==> config.mk <==
export PLATFORM = sky130hd
export DESIGN_NAME = kei_blend
export DESIGN_NICKNAME = d
export VERILOG_FILES = /design/src/sv/kei_pkg.sv /design/src/sv/kei_blend.sv
export SDC_FILE = /design/constraint.sdc
export NUM_CORES = 2
export LEC_CHECK = 0
export ABC_AREA = 1
export BUFFER_PORTS_ARGS = -buffer_cell sky130_fd_sc_hd__buf_2
export CAP_MARGIN = 25
export CORE_UTILIZATION = 66
export CTS_CLUSTER_SIZE = 28
export DETAILED_ROUTE_END_ITERATION = 16
export PLACE_DENSITY = 0.92
export SLEW_MARGIN = 5
export SYNTH_ARGS = -nofsm -noshare
export SYNTH_HDL_FRONTEND = slang
export SYNTH_SLANG_ARGS = --single-unit
==> constraint.sdc <==
create_clock -name i_clk -period 7.9 [get_ports i_clk]
set_input_delay 1.58 -clock i_clk [delete_from_list [all_inputs] [get_ports i_clk]]
set_output_delay 1.58 -clock i_clk [all_outputs]
set_load 0.01 [all_outputs]
==> src/sv/kei_pkg.sv <==
// Shared types and constants for the keyframe ease interpolator.
// No dependencies; every other file of the block refers to this package.
package kei_pkg;

    localparam int TIME_W  = 48;
    localparam int VALUE_W = 32;
    localparam int T_FRAC  = 16;

    // Easing mode codes.
    localparam logic EASE_LINEAR   = 1'b0;
    localparam logic EASE_QUAD_OUT = 1'b1;

    // Fields that ride alongside the division unchanged.
    typedef struct packed {
        logic                      func;
        logic signed [VALUE_W-1:0] from_value;
        logic signed [VALUE_W-1:0] to_value;
        logic                      in_progress;
    } t_side;

endpackage

==> src/sv/kei_blend.sv <==
// Easing, product with the value span, rounding and final selection.
// Three register stages; depends on kei_pkg.
module kei_blend (
    input  logic                         i_clk,
    input  logic                         i_rst_n,
    input  logic                         i_adv,
    input  logic                         i_valid,
    input  logic [kei_pkg::T_FRAC-1:0]   i_quo,
    input  kei_pkg::t_side               i_side,
    output logic                         o_valid,
    output logic signed [kei_pkg::VALUE_W-1:0] o_value,
    output logic                         o_in_progress
);

    localparam int EW = kei_pkg::T_FRAC;
    localparam int DW = kei_pkg::VALUE_W + 1;
    localparam int PW = EW + 1 + DW;
    localparam int QW = 2 * EW + 2;

    // Stage A: eased fraction and span.
    logic                             r_va;
    logic [EW-1:0]                    r_e;
    logic signed [DW-1:0]             r_diff;
    logic signed [kei_pkg::VALUE_W-1:0] r_from_a;
    logic signed [kei_pkg::VALUE_W-1:0] r_to_a;
    logic                             r_prog_a;

    // Stage B: product.
    logic                             r_vb;
    logic signed [PW-1:0]             r_prod;
    logic signed [kei_pkg::VALUE_W-1:0] r_from_b;
    logic signed [kei_pkg::VALUE_W-1:0] r_to_b;
    logic                             r_prog_b;

    // Stage C: output register.
    logic                             r_vc;
    logic signed [kei_pkg::VALUE_W-1:0] r_value;
    logic                             r_prog_c;

    logic [QW-1:0]                    n_sq;
    logic [EW-1:0]                    n_e;
    logic signed [DW-1:0]             n_diff;
    logic signed [PW-1:0]             n_prod;
    logic signed [PW-1:0]             n_round;
    logic signed [PW-1:0]             n_sum;
    logic signed [kei_pkg::VALUE_W-1:0] n_value;

    always_comb begin
        // Ease-out t(2-t) in Q0.16: t * (2^17 - t), then drop the fraction bits.
        n_sq = QW'(i_quo) * (QW'(1) << (EW + 1)) - QW'(i_quo) * QW'(i_quo);
        if (i_side.func == kei_pkg::EASE_QUAD_OUT) begin
            n_e = n_sq[2*EW-1:EW];
        end else begin
            n_e = i_quo;
        end
        n_diff = DW'(i_side.to_value) - DW'(i_side.from_value);
    end

    always_comb begin
        n_prod = PW'($signed({1'b0, r_e})) * PW'(r_diff);
    end

    always_comb begin
        // Arithmetic shift after adding a half rounds to nearest, ties towards plus infinity.
        n_round = (r_prod + (PW'(1) <<< (EW - 1))) >>> EW;
        n_sum   = n_round + PW'(r_from_b);
        n_value = r_prog_b ? n_sum[kei_pkg::VALUE_W-1:0] : r_to_b;
    end

    always_ff @(posedge i_clk) begin
        if (!i_rst_n) begin
            r_va <= 1'b0;
            r_vb <= 1'b0;
            r_vc <= 1'b0;
        end else if (i_adv) begin
            r_va <= i_valid;
            r_vb <= r_va;
            r_vc <= r_vb;
        end
    end

    always_ff @(posedge i_clk) begin
        if (i_adv) begin
            r_e      <= n_e;
            r_diff   <= n_diff;
            r_from_a <= i_side.from_value;
            r_to_a   <= i_side.to_value;
            r_prog_a <= i_side.in_progress;
            r_prod   <= n_prod;
            r_from_b <= r_from_a;
            r_to_b   <= r_to_a;
            r_prog_b <= r_prog_a;
            r_value  <= n_value;
            r_prog_c <= r_prog_b;
        end
    end

    assign o_valid       = r_vc;
    assign o_value       = r_value;
    assign o_in_progress = r_prog_c;

endmodule

# ---- After elaboration in Yosys (flattened, before gate mapping)
# Cells that the tools add are included.
dict set report totals {
  inputBits 86
  elab_cells 22
  regBits 263
}
dict set report classes {
  n_mul 2
  n_mux 2
  add_sub_neg 4
}
# operator n
set ops {}
lappend ops {{48-bit by 17-bit adder with 48-bit output (second input constant)} 1}
lappend ops {{17-bit by 33-bit multiplier with 48-bit output} 1}
lappend ops {{32-bit by 32-bit subtractor with 33-bit output} 1}
lappend ops {{32-bit adder} 1}
lappend ops {{16-bit by 16-bit multiplier with 32-bit output} 1}
lappend ops {{32-bit two-way mux} 1}
lappend ops {{32-bit subtractor} 1}
lappend ops {{16-bit two-way mux} 1}

# ---- Depth between registers and ports, before layout
dict set report logic_depth {
  word_depth 3
  ltp_mapped 29
}

# ---- Least setup slack after synthesis
# Ideal clock, no wire load.
dict set report synth_timing {
  kind {input to register}
  startpoint {input i_quo[11] (netlist name)}
  endpoint {register r_e[4] (data pin)}
  path_buffers 2
  path_stages 23
  setup_slack_ps 1147
  arrival_ps 6488
  setup_time_ps 265
  path_cell_list {clkbuf_1 -> clkbuf_1 -> nand2_1 -> fa_1 -> inv_1 -> fa_1 -> fa_1 -> inv_1 -> fa_1 -> fa_1 -> inv_1 -> fa_1 -> inv_1 -> ha_1 -> nand2_1 -> nor2_1 -> inv_1 -> nor2_1 -> nand4_1 -> nand3_1 -> nand2_1 -> nand3_1 -> o21ai_0}
}
dict set report synth_between {
  elab_chain_cells 3
}
# element line_no
set synth_rtl {}
lappend synth_rtl {{from (decl)} kei_blend.sv:8} ;# input logic [kei_pkg::T_FRAC-1:0] i_quo,
lappend synth_rtl {{16-bit by 16-bit multiplier with 32-bit output} kei_blend.sv:50} ;# n_sq = QW'(i_quo) * (QW'(1) << (EW + 1)) - QW'(i_quo) * QW'(i_quo);
lappend synth_rtl {{32-bit subtractor} kei_blend.sv:50}
lappend synth_rtl {{16-bit two-way mux} kei_blend.sv:51} ;# if (i_side.func == kei_pkg::EASE_QUAD_OUT) begin
lappend synth_rtl {{net n_e[4]} kei_blend.sv:41} ;# logic [EW-1:0] n_e;
lappend synth_rtl {{to (signal assigned)} kei_blend.sv:84} ;# r_e <= n_e;
lappend synth_rtl {{to (decl)} kei_blend.sv:22} ;# logic [EW-1:0] r_e;
# The timed path passes the listed nets, and every way through them passes these cells.
# A chain may end at the register's enable or synchronous reset.

# ---- Worst setup path in the final report
dict set report layout_timing {
  startpoint {register r_diff[32]}
  endpoint {register r_prod[46] (data pin)}
}
dict set report layout_between {
  elab_chain_cells 1
}
# element line_no
set layout_rtl {}
lappend layout_rtl {{from (decl)} kei_blend.sv:23} ;# logic signed [DW-1:0] r_diff;
lappend layout_rtl {{from (signal assigned)} kei_blend.sv:85} ;# r_diff <= n_diff;
lappend layout_rtl {{17-bit by 33-bit multiplier with 48-bit output} kei_blend.sv:60} ;# n_prod = PW'($signed({1'b0, r_e})) * PW'(r_diff);
lappend layout_rtl {{net n_prod[46]} kei_blend.sv:43} ;# logic signed [PW-1:0] n_prod;
lappend layout_rtl {{to (signal assigned)} kei_blend.sv:89} ;# r_prod <= n_prod;
lappend layout_rtl {{to (decl)} kei_blend.sv:30} ;# logic signed [PW-1:0] r_prod;
# The timed path passes the listed nets, and every way through them passes these cells.

==> impl_metrics.csv <==
group,metric,value,unit
outcome,outcome,"completed",
critical_path,crit_path_end_kind,"flip-flop",
yosys,synth_adder_area_share,41.1,%
grt,grt.met2_usage,63.4,%
floorplanning,initial_utilization,66.9,%
critical_path,rrSetupSlack,1.0,ns
critical_path,r2r-start,"r_diff[32]$_DFFE_PP_",
timing,finalMaxSlewViolations,0,
hold_path,min_path_type,"reg -> reg",
timing,report.final.hold_viol_count,0,
grt,first_global_vias,36100,
final_layout,layout.nets,6369,
grt,globalRouteMet3Util,5.70,%
critical_path,worst-endpoint-arrival,7.25,ns
clock_network,clkSlewWorstSetupHoldPaths,0.07,ns
clock_network,htree_num_levels,1,
yosys,synthesis.area,41400,um^2
clock_network,cts.repair.resized,0,
flow_run,max_cap_viol_count,0,
critical_path,critical_path_required,8.24,ns
grt,grt_remaining_overflow,0,
clock_network,clock_sink_count,248,
critical_path,type_of_the_setup_path_with_the_least_slack,"reg -> reg",
timing,setup_viol,0,
place,hpwl,93000,um
grt,grt_first_pass_wirelength,182000,um
yosys,postSynthCellCount,5320,
yosys,synth-compound-area-share,3.59,%
critical_path,cp_startpoint_kind,"flip-flop",
timing,worstMarginPinSlew,1.05,ns
critical_path,worstPathCellList,"nand2_1 -> inv_1 -> fa_1 -> inv_1 -> fa_1 -> inv_1 -> fa_1 -> inv_1 -> fa_1 -> inv_1 -> fa_1 -> fa_1 -> ha_1 -> nand2_1 -> inv_1 -> nand2_1 -> nor3_1 -> nand2_1 -> nor2_1 -> nand2_1 -> nand4_1 -> nand2_1",
yosys,synth.lib_cells_used.distinct,47,
floorplanning,die_w,252,um
floorplanning,dieArea,63700,um^2
timing,timing.setup.tns,0,ns
grt,pin_count_of_the_biggest_net_entering_global_routing,152,
route,first_drt_pass_iteration_count,6,
route,ant_nets,0,
final_layout,area_growth_syn_to_layout,5.38,%
route,drc_violation_total_after_the_first_tritonroute_iteration,3368,
floorplanning,boundaryPins,120,
yosys,dominant_combinational_cell_family_by_area_after_synthesis,"adder cells",
grt,grt_use_met1,45.1,%
grt,global_route.peak_usage_layer,"met2",
clock_network,cts_setup_buffers,0,
yosys,yosys_register_bits,248,
grt,grtUsageTotal,36.7,%
clock_network,hold_buffers,0,
critical_path,path_max_fanout,16,
route,avgRoutedWirePerCell,18.4,um
grt,grt_antenna_before_repair,1,
place,placement.io_buffers,119,
clock_network,clock_insertion_delay_worst_skew,0.60,ns
critical_path,worst_path_largest_cell_delay,0.73,ns
yosys,yosys_warnings,0,
clock_network,cts_tree,"yes",
clock_network,cts.root.buffer_cell,"clkbuf_16",
yosys,synthSimpleGateAreaFrac,20.1,%
final_layout,n_fill_cell,4610,
final_layout,layout-drive-gt1-share,4.56,%
yosys,ys.flop_type,"edfxtp_1",
yosys,synth-xor-area-share,1.97,%
final_layout,n_antenna_cell,0,
yosys,synth.yosys.seq_area_share,17.9,%
yosys,mean_instance_size_in_the_synthesized_netlist,7.78,um^2
route,routed_via_density,5.58,
timing,max_slew_margin,30.3,%
timing,period_share,87.4,%
route,final_wl,114000,um
yosys,postSynthNetCount,6362,
timing,rsz0062_at_grt,"false",
final_layout,layout.cells.most_common,"nand2_1",
timing,max_freq,145,MHz
critical_path,setup.worst_path.start,"r_diff[32]$_DFFE_PP_",
floorplanning,die_h,252,um
timing,finalCriticalPeriod,6.90,ns
yosys,muxShareOfSynthArea,0,%
floorplanning,row_count,91,
clock_network,max-clock-path-buffers,3,
route,detail_route.drc_violations,0,
critical_path,crit_slowest_cell,"fa_1",
floorplanning,core_area,61800,um^2
clock_network,cts_made_buffers,29,
yosys,synth_edf_count,245,
route,num_vias,34500,
yosys,synthArstFlopShare,0,%
hold_path,hold_start,"r_to_a[25]$_DFFE_PP_",
final_layout,final_cell_mix,"1516 x nand2_1, 1515 x inv_1, 673 x fa_1, 283 x ha_1, 245 x edfxtp_1",
timing,post_route_clock_skew,0.0177,ns
place,gp_congestion,1.04,
## cell usage after synthesis, drive strengths merged (3+ instances only)
cell       n  share of area (%)
a21oi    142                1.7
xnor2     32               0.68
edfxtp   245                 18
inv     1520                 14
ha       283                8.6
or2        5              0.076
nand2   1527                 14
nor2     259                2.5
o21bai    21               0.39
buf        6              0.073
nand3    172                2.1
nand4     41               0.62
fa       673                 33
clkbuf   160                1.5
nand3b     8               0.15
o21ai     98                1.2
dfxtp      3               0.15
xor2      61                1.3
a21o       5              0.091
nor3      34               0.49
nor4       8               0.14
## cell families (layout without fill, tap and decap cells)
kind of cell / Yosys count / after routing
XOR/XNOR: 93 / 93
buffers and inverters: 1688 / 1718
AND/OR/NAND/NOR: 2060 / 2060
flip-flops: 248 / 248
adder cells (fa/ha/maj): 956 / 956
AO/OA/AOI/OAI: 275 / 275
## worst max-delay path, delay by kind of cell (launching register included)
| family | cells | cell delay [ns] |
|---|---|---|
| adders and majority gates | 7 | 3.96 |
| and+or+nand+nor | 9 | 1.31 |
| DFF | 1 | 0.72 |
| buffers and inverters | 6 | 0.68 |
## worst paths after layout
check                                            end  cells after the start
worst max-delay path            r_prod[46]$_DFFE_PP_                     22
worst min-delay path            r_to_b[25]$_DFFE_PP_                      0
worst max register to register  r_prod[46]$_DFFE_PP_                     22
worst min register to register  r_to_b[25]$_DFFE_PP_                      0
## cell type report
type	count	area (um^2)	area share, %
multi-input cells	3384	27600	63.3
clock inverters	24	292	0.668
repair buffers	142	791	1.81
well taps	837	1050	2.40
flip-flops and latches	248	7420	17.0
inverters	1522	5710	13.1
clock buffers	30	729	1.67
## stage by stage
stage / area (um^2) / util, % / instances / setup slack, ns / hold WS, ns
final: 43600 / 70.5 / 6187 / 0.996 / 0.415
after global routing: 43600 / 70.5 / 6187 / 0.739 / 0.421
after CTS: 43600 / 70.5 / 6187 / 1.10 / 0.417
after detailed placement: 42600 / 68.9 / 6133 / 0.818 / 0.405
after global placement: 42600 / 68.9 / 6133 / 1.02 / 0.401
after floorplan: 41400 / - / 5320 / 1.15 / 0.400
## sequential cells by signal (all words and copies together), names as in the netlist
name           count
r_va               1
r_e               16
r_prog_b           1
o_valid            1
r_from_a          32
r_to_b            32
o_value           32
o_in_progress      1
r_vb               1
r_prog_a           1
r_prod            33
r_to_a            32
r_from_b          32
r_diff            33
## per-layer routing
layer  routed length, um  vias up
li1                    -    15500
met1               40700    16500
met2               55200     2023
met3               11200      498
met4                6550        2
met5                  18        -
Power is left out: the tool's default activity adds up to more than one toggle a clock period on the data nets, which glitch-free logic cannot reach.
