--- src/sv/kei_pkg.sv ---
// Shared types and constants for the keyframe ease interpolator.
// No dependencies; every other file of the block refers to this package.
package kei_pkg;

    localparam int TIME_W  = 48;
    localparam int VALUE_W = 32;
    localparam int T_FRAC  = 16;

    // Easing mode codes.
    localparam logic EASE_LINEAR   = 1'b0;
    localparam logic EASE_QUAD_OUT = 1'b1;

    // Fields that ride alongside the division unchanged.
    typedef struct packed {
        logic                      func;
        logic signed [VALUE_W-1:0] from_value;
        logic signed [VALUE_W-1:0] to_value;
        logic                      in_progress;
    } t_side;

endpackage

--- src/sv/kei_front.sv ---
// Entry stage: decides in-progress and forms the numerator and denominator.
// Depends on kei_pkg.
module kei_front (
    input  logic                         i_clk,
    input  logic                         i_rst_n,
    input  logic                         i_adv,
    input  logic                         i_valid,
    input  logic                         i_func,
    input  logic signed [kei_pkg::VALUE_W-1:0] i_from_value,
    input  logic signed [kei_pkg::VALUE_W-1:0] i_to_value,
    input  logic [kei_pkg::TIME_W-1:0]   i_begin_time,
    input  logic [kei_pkg::TIME_W-1:0]   i_end_time,
    input  logic [kei_pkg::TIME_W-1:0]   i_now_time,
    output logic                         o_valid,
    output logic [kei_pkg::TIME_W-1:0]   o_num,
    output logic [kei_pkg::TIME_W-1:0]   o_den,
    output kei_pkg::t_side               o_side
);

    logic                       r_valid;
    logic [kei_pkg::TIME_W-1:0] r_num;
    logic [kei_pkg::TIME_W-1:0] r_den;
    kei_pkg::t_side             r_side;

    logic                       n_prog;
    logic                       n_zero;
    logic [kei_pkg::TIME_W-1:0] n_num;
    logic [kei_pkg::TIME_W-1:0] n_den;
    kei_pkg::t_side             n_side;

    always_comb begin
        n_prog = (i_now_time < i_end_time);
        n_zero = (i_now_time <= i_begin_time);
        // A clamped fraction divides zero by one, so a clamped item never gives the divider a zero divisor.
        if (n_zero) begin
            n_num = '0;
            n_den = kei_pkg::TIME_W'(1);
        end else begin
            n_num = i_now_time - i_begin_time;
            n_den = i_end_time - i_begin_time;
        end
        n_side.func        = i_func;
        n_side.from_value  = i_from_value;
        n_side.to_value    = i_to_value;
        n_side.in_progress = n_prog;
    end

    always_ff @(posedge i_clk) begin
        if (!i_rst_n) begin
            r_valid <= 1'b0;
        end else if (i_adv) begin
            r_valid <= i_valid;
        end
    end

    always_ff @(posedge i_clk) begin
        if (i_adv) begin
            r_num  <= n_num;
            r_den  <= n_den;
            r_side <= n_side;
        end
    end

    assign o_valid = r_valid;
    assign o_num   = r_num;
    assign o_den   = r_den;
    assign o_side  = r_side;

endmodule

--- config.mk ---
export PLATFORM = sky130hd
export DESIGN_NAME = kei_front
export DESIGN_NICKNAME = d
export VERILOG_FILES = /design/src/sv/kei_pkg.sv /design/src/sv/kei_front.sv
export SDC_FILE = /design/constraint.sdc
export NUM_CORES = 1
export LEC_CHECK = 0
export BUFFER_PORTS_ARGS = -buffer_cell sky130_fd_sc_hd__buf_2
export CAP_MARGIN = 10
export CORE_MARGIN = 5
export CORE_UTILIZATION = 48
export DETAILED_ROUTE_END_ITERATION = 8
export GPL_TIMING_DRIVEN = 0
export PLACE_DENSITY = 0.79
export SYNTH_ARGS = -nofsm -noshare
export SYNTH_HDL_FRONTEND = slang
export SYNTH_SLANG_ARGS = --single-unit
--- constraint.sdc ---
create_clock -name i_clk -period 2.95 [get_ports i_clk]
set_clock_uncertainty 0.15 [all_clocks]
set_input_delay 0.4425 -clock i_clk [delete_from_list [all_inputs] [get_ports i_clk]]
set_output_delay 0.4425 -clock i_clk [all_outputs]
set_load 0.01 [all_outputs]
== Yosys cells after proc, flatten, opt, wreduce, memory -nomap -nowiden ==
Index checks and enable logic that the tools add are counted.

* Logic and storage cells: 11
* Register bits: 163
* Output and inout bits: 163

* $add $sub $neg: 2
* Magnitude comparators: 2

{| class="wikitable"
|+ Operators with widths
! cell !! number
|-
| subtractor 48 bit || 2
|-
| <= comparator 48 bit || 1
|-
| < comparator 48 bit || 1
|}

== Longest topological paths before layout ==
Gate-level depths: netlist (run 1).

* Word-level depth: 1
* Gate-level depth with buffers: 14

== Least setup slack after synthesis (run 1) ==
Ideal clock, no wire load.

* Path type: input-to-reg
* From: input i_begin_time[12] in the netlist's numbering
* To: register r_num (netlist bit o_num[47]) (data pin)
* Setup slack: -0.202 ns
* Required time: 2.540 ns
* Cell stages on the path: 12
* Data arrival time: 2.742 ns
* Path through: inv_1 -> ha_1 -> a22o_1 -> or4b_1 -> and3_1 -> nand2_1 -> a21oi_1 -> o211ai_2 -> a21bo_2 -> nand2_1 -> a31oi_1 -> mux2_2

* Cells in the longest elaborated chain, start to end: 1

{| class="wikitable"
|+ RTL lines
! what !! line !! RTL
|-
| from (decl) || kei_front.sv:11 || <nowiki>input logic [kei_pkg::TIME_W-1:0] i_begin_time,</nowiki>
|-
| subtractor 48 bit or <= comparator 48 bit (tied branches) || kei_front.sv:39, kei_front.sv:33 ||
|-
| to (signal assigned) || kei_front.sv:58 || <nowiki>r_num <= n_num;</nowiki>
|-
| to (decl) || kei_front.sv:21 || <nowiki>logic [kei_pkg::TIME_W-1:0] r_num;</nowiki>
|}

Parallel ways exist; a longest one is shown, timed or not.
A chain may end at the register's enable or synchronous reset.

== Worst setup path after layout (run 1) ==
* From: input i_begin_time[0] in the netlist's numbering
* To: register r_num (netlist bit o_num[46]) (data pin)

The elaborated chain is that of the path after synthesis.

==> impl_summary.md, run 1 <==
CTS
CTS built an H-tree with a depth of 4. The maximum buffer depth of the clock tree is 2. The insertion delay to the later sink of the worst-skew pair is 0.43 ns. For this design, the CTS-stage hold fixing added 0 buffers. The clock-pin slew reported for the worst setup and hold paths after clock tree synthesis is 0.08 ns.

The clock sink count is 163. The number of buffers added by the clock tree synthesis step is 17. TritonCTS built the clock tree.

The cell sitting at the root of the clock tree is a clkbuf_16.

Worst setup path
The origin of the critical flop-to-flop path is o_valid. The worst setup path is launched from an input pin. The most critical setup path has its endpoint at o_num[46]. The biggest fanout along the worst timing path is 3. In this design, the stage delay of the slowest critical-path cell is 0.43 ns.

STA classifies the critical path endpoint as a flip-flop. The cell with the biggest individual delay on the critical path is or4_4. The critical path arrival is 3.03 ns. Measured in cells, the most critical reg-to-reg path has a length of 2. The endpoint required time on the critical path is about 3 ns. The capture point of the worst reg-to-reg path is o_valid. Walking the worst path, the cells encountered are buf_8, ha_4, fa_2, nor2b_4, o31a_1, o21ai_4, a21oi_4, o2111a_1, nor3_4, o211a_1, or4_4, a21oi_2, nor3b_2.

The worst register-to-register path has a setup slack of 2.18 ns. The worst setup path is of the input pin to flip-flop kind. The startpoint of the worst setup timing path is i_begin_time[0].

STA
Setup violations remaining at the end of the flow were counted as 5. For the pin with the worst max-slew slack, the measured transition is 0.930 ns. The time the final worst path needs with I/O delays and setup is between 2 and 3 ns.

The final count of hold timing violations is 0. The post-route worst setup slack is -0.0394 ns. The final count of pins violating max slew is 0. Summed over all failing endpoints, the final setup total negative slack is -0.0648 ns. Measured against its own limit, the worst slew margin works out to 0.380. The fraction of the cycle the final worst path needs is 1.01.

Based on the critical path, the design can be clocked at up to 0.335 GHz. Setup repair after global routing could not meet its margin everywhere. The tightest hold path in the finished design has a slack of 0.0224 ns.

Route
In the final routed layout, each cell accounts on average for between 20 and 25 µm. The first-iteration detailed-routing DRC count is between 900 and 1000. The remaining antenna violation count is 0. After detailed routing, the total wire length is 42500 µm. The ratio of routed vias to standard cells is 5.62. After detailed routing, the number of remaining DRC violations is 0.

The pre-antenna-repair detailed-routing pass consisted of 5 iterations. The routed layout has 11300 vias.

Yosys
The number of different library cells in the post-synthesis netlist is 75. Among all cell types in the netlist, the one instantiated most often is edfxtp_1. The synthesized net count is 1587.

Summing every instance area after synthesis gives 12000 µm². The number of warning messages in the yosys log is 0. The number of flops mapped to enable cells by yosys is 162. By area the synthesized netlist is led by edfxtp_1, ha_1, a21oi_1, nor2_1, inv_1. The share of the Yosys chip area taken by registers is 0.406.

The most instantiated flip-flop cell in the synthesis netlist is edfxtp_1. Counting flops with an async set or reset pin after synthesis yields a share of 0. Sorting the synthesized cells by how often they occur yields edfxtp_1, ha_1, nor2_1.

The largest total area in the synthesized netlist belongs to edfxtp_1. The cell count after synthesis is 1230. Of the post-synthesis cell area, the dominant cell type holds 0.404. The mean area per synthesized cell is 9.78 µm². The total of flip-flops plus latches after synthesis is 163.

Place
The HPWL after detailed placement is 33400 µm. At the end of routability-driven placement, the weighted congestion stood at approximately 0.96. Including well taps, the total number of placed cells is 1936. Once placement finished, the instance area stood at 14500 µm².

The number of buffer cells added on primary ports is 375.

Floorplan
The y dimension of the die is ~170 µm. The initial utilization of the core area, before any placement, comes to 0.482. The die width is between 150 and 200 µm. The row count is 58.

The area of the die is ~28000 µm². The region available for standard cell placement spans approximately 25000 µm². 376 I/O pins were placed.

GRT
The number of global-route vias before repair is ~11000. The overall fraction of global-route tracks in use is 0.278. The pin count of the biggest net entering global routing is 101. The number of antenna violations at the first check in global routing is 10.

The residual overflow from global routing is 0. The first-pass GRT wire length is 61000 µm.

Final layout
At the end of the flow, the number of nets in the layout was 2009. The finished cells cover 16200 µm². The finished layout holds 2004 standard cells, fillers aside. Compared with the post-synthesis result, the final layout area differs by 35.0%. The proportion of layout cells with a drive suffix above 1 is 0.368. The filler cell count is 2068.

Power
The total power draw is between 7000 and 8000 µW. The analysis attributes to cell leakage a power of 0.00741 µW. The areal power density over the cells is 485 nW/µm². IR analysis of the VDD net gives a maximum drop of between 0.3 and 0.4 mV.

Run
The tool flagged a number of max-cap violations equal to 0.

Worst hold path
The worst hold path belongs to the class input pin to flip-flop.

Run status
The final reports fail on negative setup slack. The run finished, with violations left.
==> metal layers <==
metal  share of wire  track usage
met2            0.48        0.454
met3           0.073       0.0510
met5         0.00026            0
met1            0.42        0.365
met4           0.036        0.113
==> report_power, final <==
part,total (µW),switching (µW),internal (µW)
Clock,2290,1160,1140
Combinational,2700,1560,1140
Sequential,2890,59.3,2830
==> sequential cells by signal, summed over array words and instances (netlist names) <==
| register | count |
|---|---|
| o_valid | 1 |
| o_den | 48 |
| o_num | 48 |
| o_side | 66 |
==> layout by cell type, fill, tap and decap left out, types with 18 or more instances in the layout <==
cell / instances
o21ai_0: 52
nand2b_1: 18
nand2_1: 75
a21oi_1: 93
edfxtp_1: 162
ha_4: 18
inv_1: 110
ha_1: 111
buf_4: 33
clkbuf_16: 20
xor2_1: 29
nor3_1: 18
nor2_1: 102
a21o_1: 56
xnor2_1: 43
buf_2: 371
nand4_1: 25
==> layout make-up <==
type	instances	area, µm²	share of cell area
well taps	330	413	0.0254
flip-flops and latches	163	4880	0.301
multi-input cells	923	7410	0.456
repair buffers	411	2320	0.143
diodes	9	22.5	0.00139
inverters	120	468	0.0288
plain buffers	16	144	0.00886
clock inverters	15	159	0.00978
clock buffers	17	425	0.0262
==> worst max-delay path: cells and delay by family <==
family                     cells  cell delay (ns)
buffers and inverters          1             0.10
AOI/OAI and AO/OA              6             1.23
adders and majority gates      2             0.54
and+or+nand+nor                4             0.71
==> stage by stage <==
step,util,setup slack (ns)
finish,0.651,-0.0394
floorplan,-,-0.0969
global route,0.651,-0.113
CTS,0.616,-0.0804
detailed placement,0.581,-0.739
global placement,0.579,-0.736
==> what timing repair did <==
action                     CTS  global route
buffers inserted            11            20
resized for setup           43           158
gates cloned                 1             3
setup endpoints to repair   87            95
pin swaps                   19            43
==> how the worst min path moves through the flow <==
stage	startpoint	to	slack, ns	depth (start not counted)
after detailed placement	o_valid	o_valid	0.40	2
after CTS	i_to_value[19]	o_side[20]	0.01	1
final	i_from_value[7]	o_side[40]	0.02	1
after global placement	o_valid	o_valid	0.38	2
after global routing	i_from_value[0]	o_side[33]	0.01	1
after floorplan	o_valid	o_valid	0.39	2
==> cell families (layout without fill, tap and decap cells) <==
kind of cell               after synthesis  count (layout)  share of synthesized area
and+or+nand+nor                        354             354                      0.142
AOI/OAI and AO/OA                      344             344                      0.193
DFF                                    163             163                      0.406
adders and majority gates              144             144                      0.151
buffers and inverters                  144             579                     0.0486
xor gates and xnor gates                77              77                     0.0560
muxes                                    4               4                    0.00343
other                                    0               9                          0
(Power assumes the default switching activity.)
==> inputs of run 2 (changes only) <==
Settings changed: ABC_AREA set to 1, CORE_UTILIZATION 48 to 50, PLACE_DENSITY 0.79 to 0.78.
==> run 2 against run 1 <==
Final area rose by 14%. Global-route usage is 4.7 points higher. Combinational power rose by 5%. Synthesized area grew 28%. Critical path depth shrank 1. Core utilization down 4.6 points. Largest cell class unchanged. The run now ends clean. Routed wire length up 35%. Non-clock buffer count is 39 lower. Hold slack got worse by 0.0033 ns. Synthesized cell count is 92% higher. Sequential share of layout area fell by 3.6 points. Via count grew 41%.
==> impl_summary.md, run 2 <==
Run
The number of max-capacitance violations reported is 0 (unchanged).

Yosys
The sequential cell area fraction in the yosys report came to 0.317 (-0.0892). Among all cell types in the netlist, the one instantiated most often is nand2_1. The cell count after synthesis came to 2364 (+92%). The most instantiated flip-flop cell in the synthesis netlist is edfxtp_1. The synthesized net count came to 2721 (+71%). The netlist area before placement is 15400 µm² (+28%). The mean area per synthesized cell was 6.52 µm² (-33%). The number of warning messages in the yosys log is 0 (unchanged). By count the netlist is led by nand2_1, inv_1, nor2_1. The synthesized-area fraction occupied by and/or/nand/nor cells is 0.329 (+0.187). The share of the synthesized area in compound gates (AO/OA/AOI/OAI) came to 0.0531 (-0.140). After synthesis, the largest family of logic cells by area is simple AND/OR/NAND/NOR gates.

The area share of the leading cell type in the synthesized netlist was 0.315 (-0.0888). The xor/xnor share of the synthesized area is 0.0261 (-0.0299). The total of flip-flops plus latches after synthesis came to 163 (unchanged). The async set-reset flop share out of synthesis is 0 (unchanged). The number of flops mapped to enable cells by yosys was 162 (unchanged). The post-synthesis share of cell area spent on full adders, half adders and majority gates is 0.118 (-0.0332). The portion of netlist area occupied by mux cells is 0 (-0.00343).

In the post-synthesis netlist, the biggest area contributors are edfxtp_1, nand2_1, inv_1, ha_1, nor2_1. The number of different library cells in the post-synthesis netlist is 37 (-51%). edfxtp_1 takes more of the synthesized area than any other cell.

STA
The slew of the pin with the lowest slew margin was 0.608 ns (-0.322 ns). The maximum operating frequency is 0.363 GHz (+8.4%). The headroom to the max-slew limit was 0.595 (+0.215). The smallest hold slack is 0.0191 ns (-0.00326 ns). Setup repair after global routing left no endpoint under its margin. The final count of pins violating max slew is 0 (unchanged). The final count of hold timing violations was 0 (unchanged).

The number of setup violations in the final report came to 0 (-5). The final total negative setup slack is 0 ns (+0.0648 ns). The fraction of the cycle the final worst path needs was 0.935 (-0.0785).

The time the final worst path needs with I/O delays and setup is 2.76 ns (-0.231 ns).

Route
The average detailed-routed wire length per instance is 18.0 µm (-15%). The remaining antenna violation count was 0 (unchanged). The detailed-router iteration count before antenna repair is 6 (+1). The first-iteration detailed-routing DRC count came to 1403 (+47%). The detailed-route via count is 15900 (+41%).

The ratio of routed vias to standard cells is 4.99 (-11%). The total wire length came to 57100 µm (+35%). The DRC violations left was 0 (unchanged).

Place
The global placer's final weighted congestion is 1.04 (+8.0%). The number of cells after detailed placement is 3136 (+62%). The number of buffer cells added on primary ports came to 375 (unchanged).

The HPWL after detailed placement was 49500 µm (+48%).

Final layout
The filler cell count is 2977 (+44%). The proportion of layout cells with a drive suffix above 1 is 0.177 (-0.191). In the layout the commonest cells are nand2_1, inv_1, buf_2. The final cell utilization of the core came to 0.605 (-0.0460). The area of the multi-input gates is 8110 µm² (+9.4%). The register area is 4880 µm² (unchanged). The number of flip-flops in the largest register came to 66 (unchanged). The final cell count without fillers is 3182 (+59%).

Leaving out fill and tap cells, the most frequent cell in the layout is nand2_1. The final net count came to 3117 (+55%). The synthesis-to-layout area growth is 19.7%.

CTS
TritonCTS built the clock tree. CTS placed an instance of clkbuf_16 at the clock tree root. The number of H-tree branching levels is 4 (unchanged). The clock sink count came to 163 (unchanged).

The clock-pin slew reported for the worst setup and hold paths after clock tree synthesis came to 0.07 ns (about the same). The number of buffers inserted to repair setup after CTS came to 0 (-11). The insertion delay to the later sink of the worst-skew pair is 0.44 ns (about the same).

The number of buffers added by the clock tree synthesis step is 17 (unchanged). The number of gates given a new drive strength after cts is 0 (-100%). The maximum buffer depth of the clock tree is 2 (unchanged).

Floorplan
The total core area is 30500 µm² (+22%). The y dimension of the die came to 186 µm (+10%). The area of the die is 34500 µm² (+22%). The row count came to 64 (+10%). The I/O pin count came to 376 (unchanged). The starting density of the core was 0.505 (+0.0234). The die width was 186 µm (+10%).

GRT
The number of antenna violations at the first check in global routing is 23 (+13). The pin count of the biggest net entering global routing is 109 (+7.9%). The residual overflow from global routing was 0 (unchanged).

The overall fraction of global-route tracks in use came to 0.324 (+0.0469). The first-pass GRT wire length is 84300 µm (+38%). The number of global-route vias before repair was 15100 (+39%).

Worst setup path
By startpoint and endpoint, the worst setup path is classified as input pin to flip-flop. The biggest fanout along the worst timing path was 10 (+7). The critical path arrival is 2.80 ns (-0.23 ns). The number of cell instances on the worst register-to-register path is 2 (unchanged).

STA classifies the critical path startpoint as an input pin. STA classifies the critical path endpoint as a flip-flop. The endpoint required time on the critical path was 2.99 ns (about the same). The origin of the critical flop-to-flop path is o_valid. The endpoint identified for the worst register-to-register timing path is o_valid. The reg-to-reg setup timing slack came to 2.11 ns (-0.07 ns).

Power
The total power draw is 7980 µW (+1.3%). The leakage dissipation is 0.0107 µW (+45%). The worst vdd rail ir drop is 0.402 mV (+9.7%).

The areal power density over the cells was 433 nW/µm² (-11%).

Worst hold path
The type of the most critical hold path is input pin to flip-flop. The startpoint identified for the worst hold timing path is i_from_value[11]. The worst hold path terminates at o_side[44].

The depth of the worst hold-timing path is 1 (unchanged).

Run status
The run finished with clean final reports.
-- run 2: per-layer routing --
metal / wire [µm] / vias to the layer above / track usage
met2: 26600 / 743 / 0.551
met1: 22400 / 7010 / 0.394
met4: 2300 / 22 / 0.137
met5: 135 / - / 0
li1: - / 7991 / -
met3: 5650 / 126 / 0.0803
-- run 2: layout make-up --
type / count / share of cell area
Clock inverter: 14 / 0.00827
Antenna cell: 13 / 0.00176
Clock buffer: 18 / 0.0233
Timing Repair Buffer: 377 / 0.104
Inverter: 622 / 0.127
Multi-Input combinational cell: 1568 / 0.439
Tap cell: 396 / 0.0269
Sequential cell: 163 / 0.265
Buffer: 11 / 0.00522
-- run 2: where the power goes --
group          internal [µW]  total, µW  leakage [µW]  switching [µW]
sequential              2850       2910       0.00158            59.2
clock                   1260       2230      0.000283             976
combinational            966       2840       0.00889            1870
total                   5080       7980        0.0107            2910
-- run 2: logic make-up (layout without fill, tap and decap cells) --
group           count (synthesis)  in the layout
simple gates                 1230           1230
buf+inv                       633           1042
flops                         163            163
compound gates                148            148
fa+ha+maj                     144            144
xor+xnor                       46             46
other cells                     0             13
-- run 2: worst max path at each step --
stage                          start         to  slack (ns)  cells past startpoint
floorplan              i_now_time[0]  o_den[17]        0.52                     16
global placement               i_adv    o_valid       -0.76                      3
detailed placement  i_begin_time[15]  o_den[18]       -0.14                     12
CTS                 i_begin_time[15]  o_num[23]        0.32                     12
global route        i_begin_time[13]  o_num[23]        0.15                     12
finish              i_begin_time[14]  o_num[23]        0.19                     12
-- run 2: repair_timing --
item / in CTS / in global routing
hold buffers: 0 / 1
endpoints found under the setup margin: 0 / 0
endpoints found under the hold margin: 0 / 1
-- run 2: through the flow --
step / cell area (µm²) / setup slack (ns)
floorplan: 15400 / 0.523
global placement: 17800 / -0.758
detailed placement: 17800 / -0.143
CTS: 18400 / 0.315
global route: 18400 / 0.152
finish: 18500 / 0.192
-- run 2: critical path, cell delays in order --
cell and delay (ns):
buf_2 0.10, inv_1 0.09, ha_1 0.38, nand2_1 0.12, nor2_2 0.22, nand2_1 0.12
nor4_1 0.37, nand3_1 0.20, nand2_2 0.18, buf_6 0.25, buf_8 0.26, nor2_4 0.06
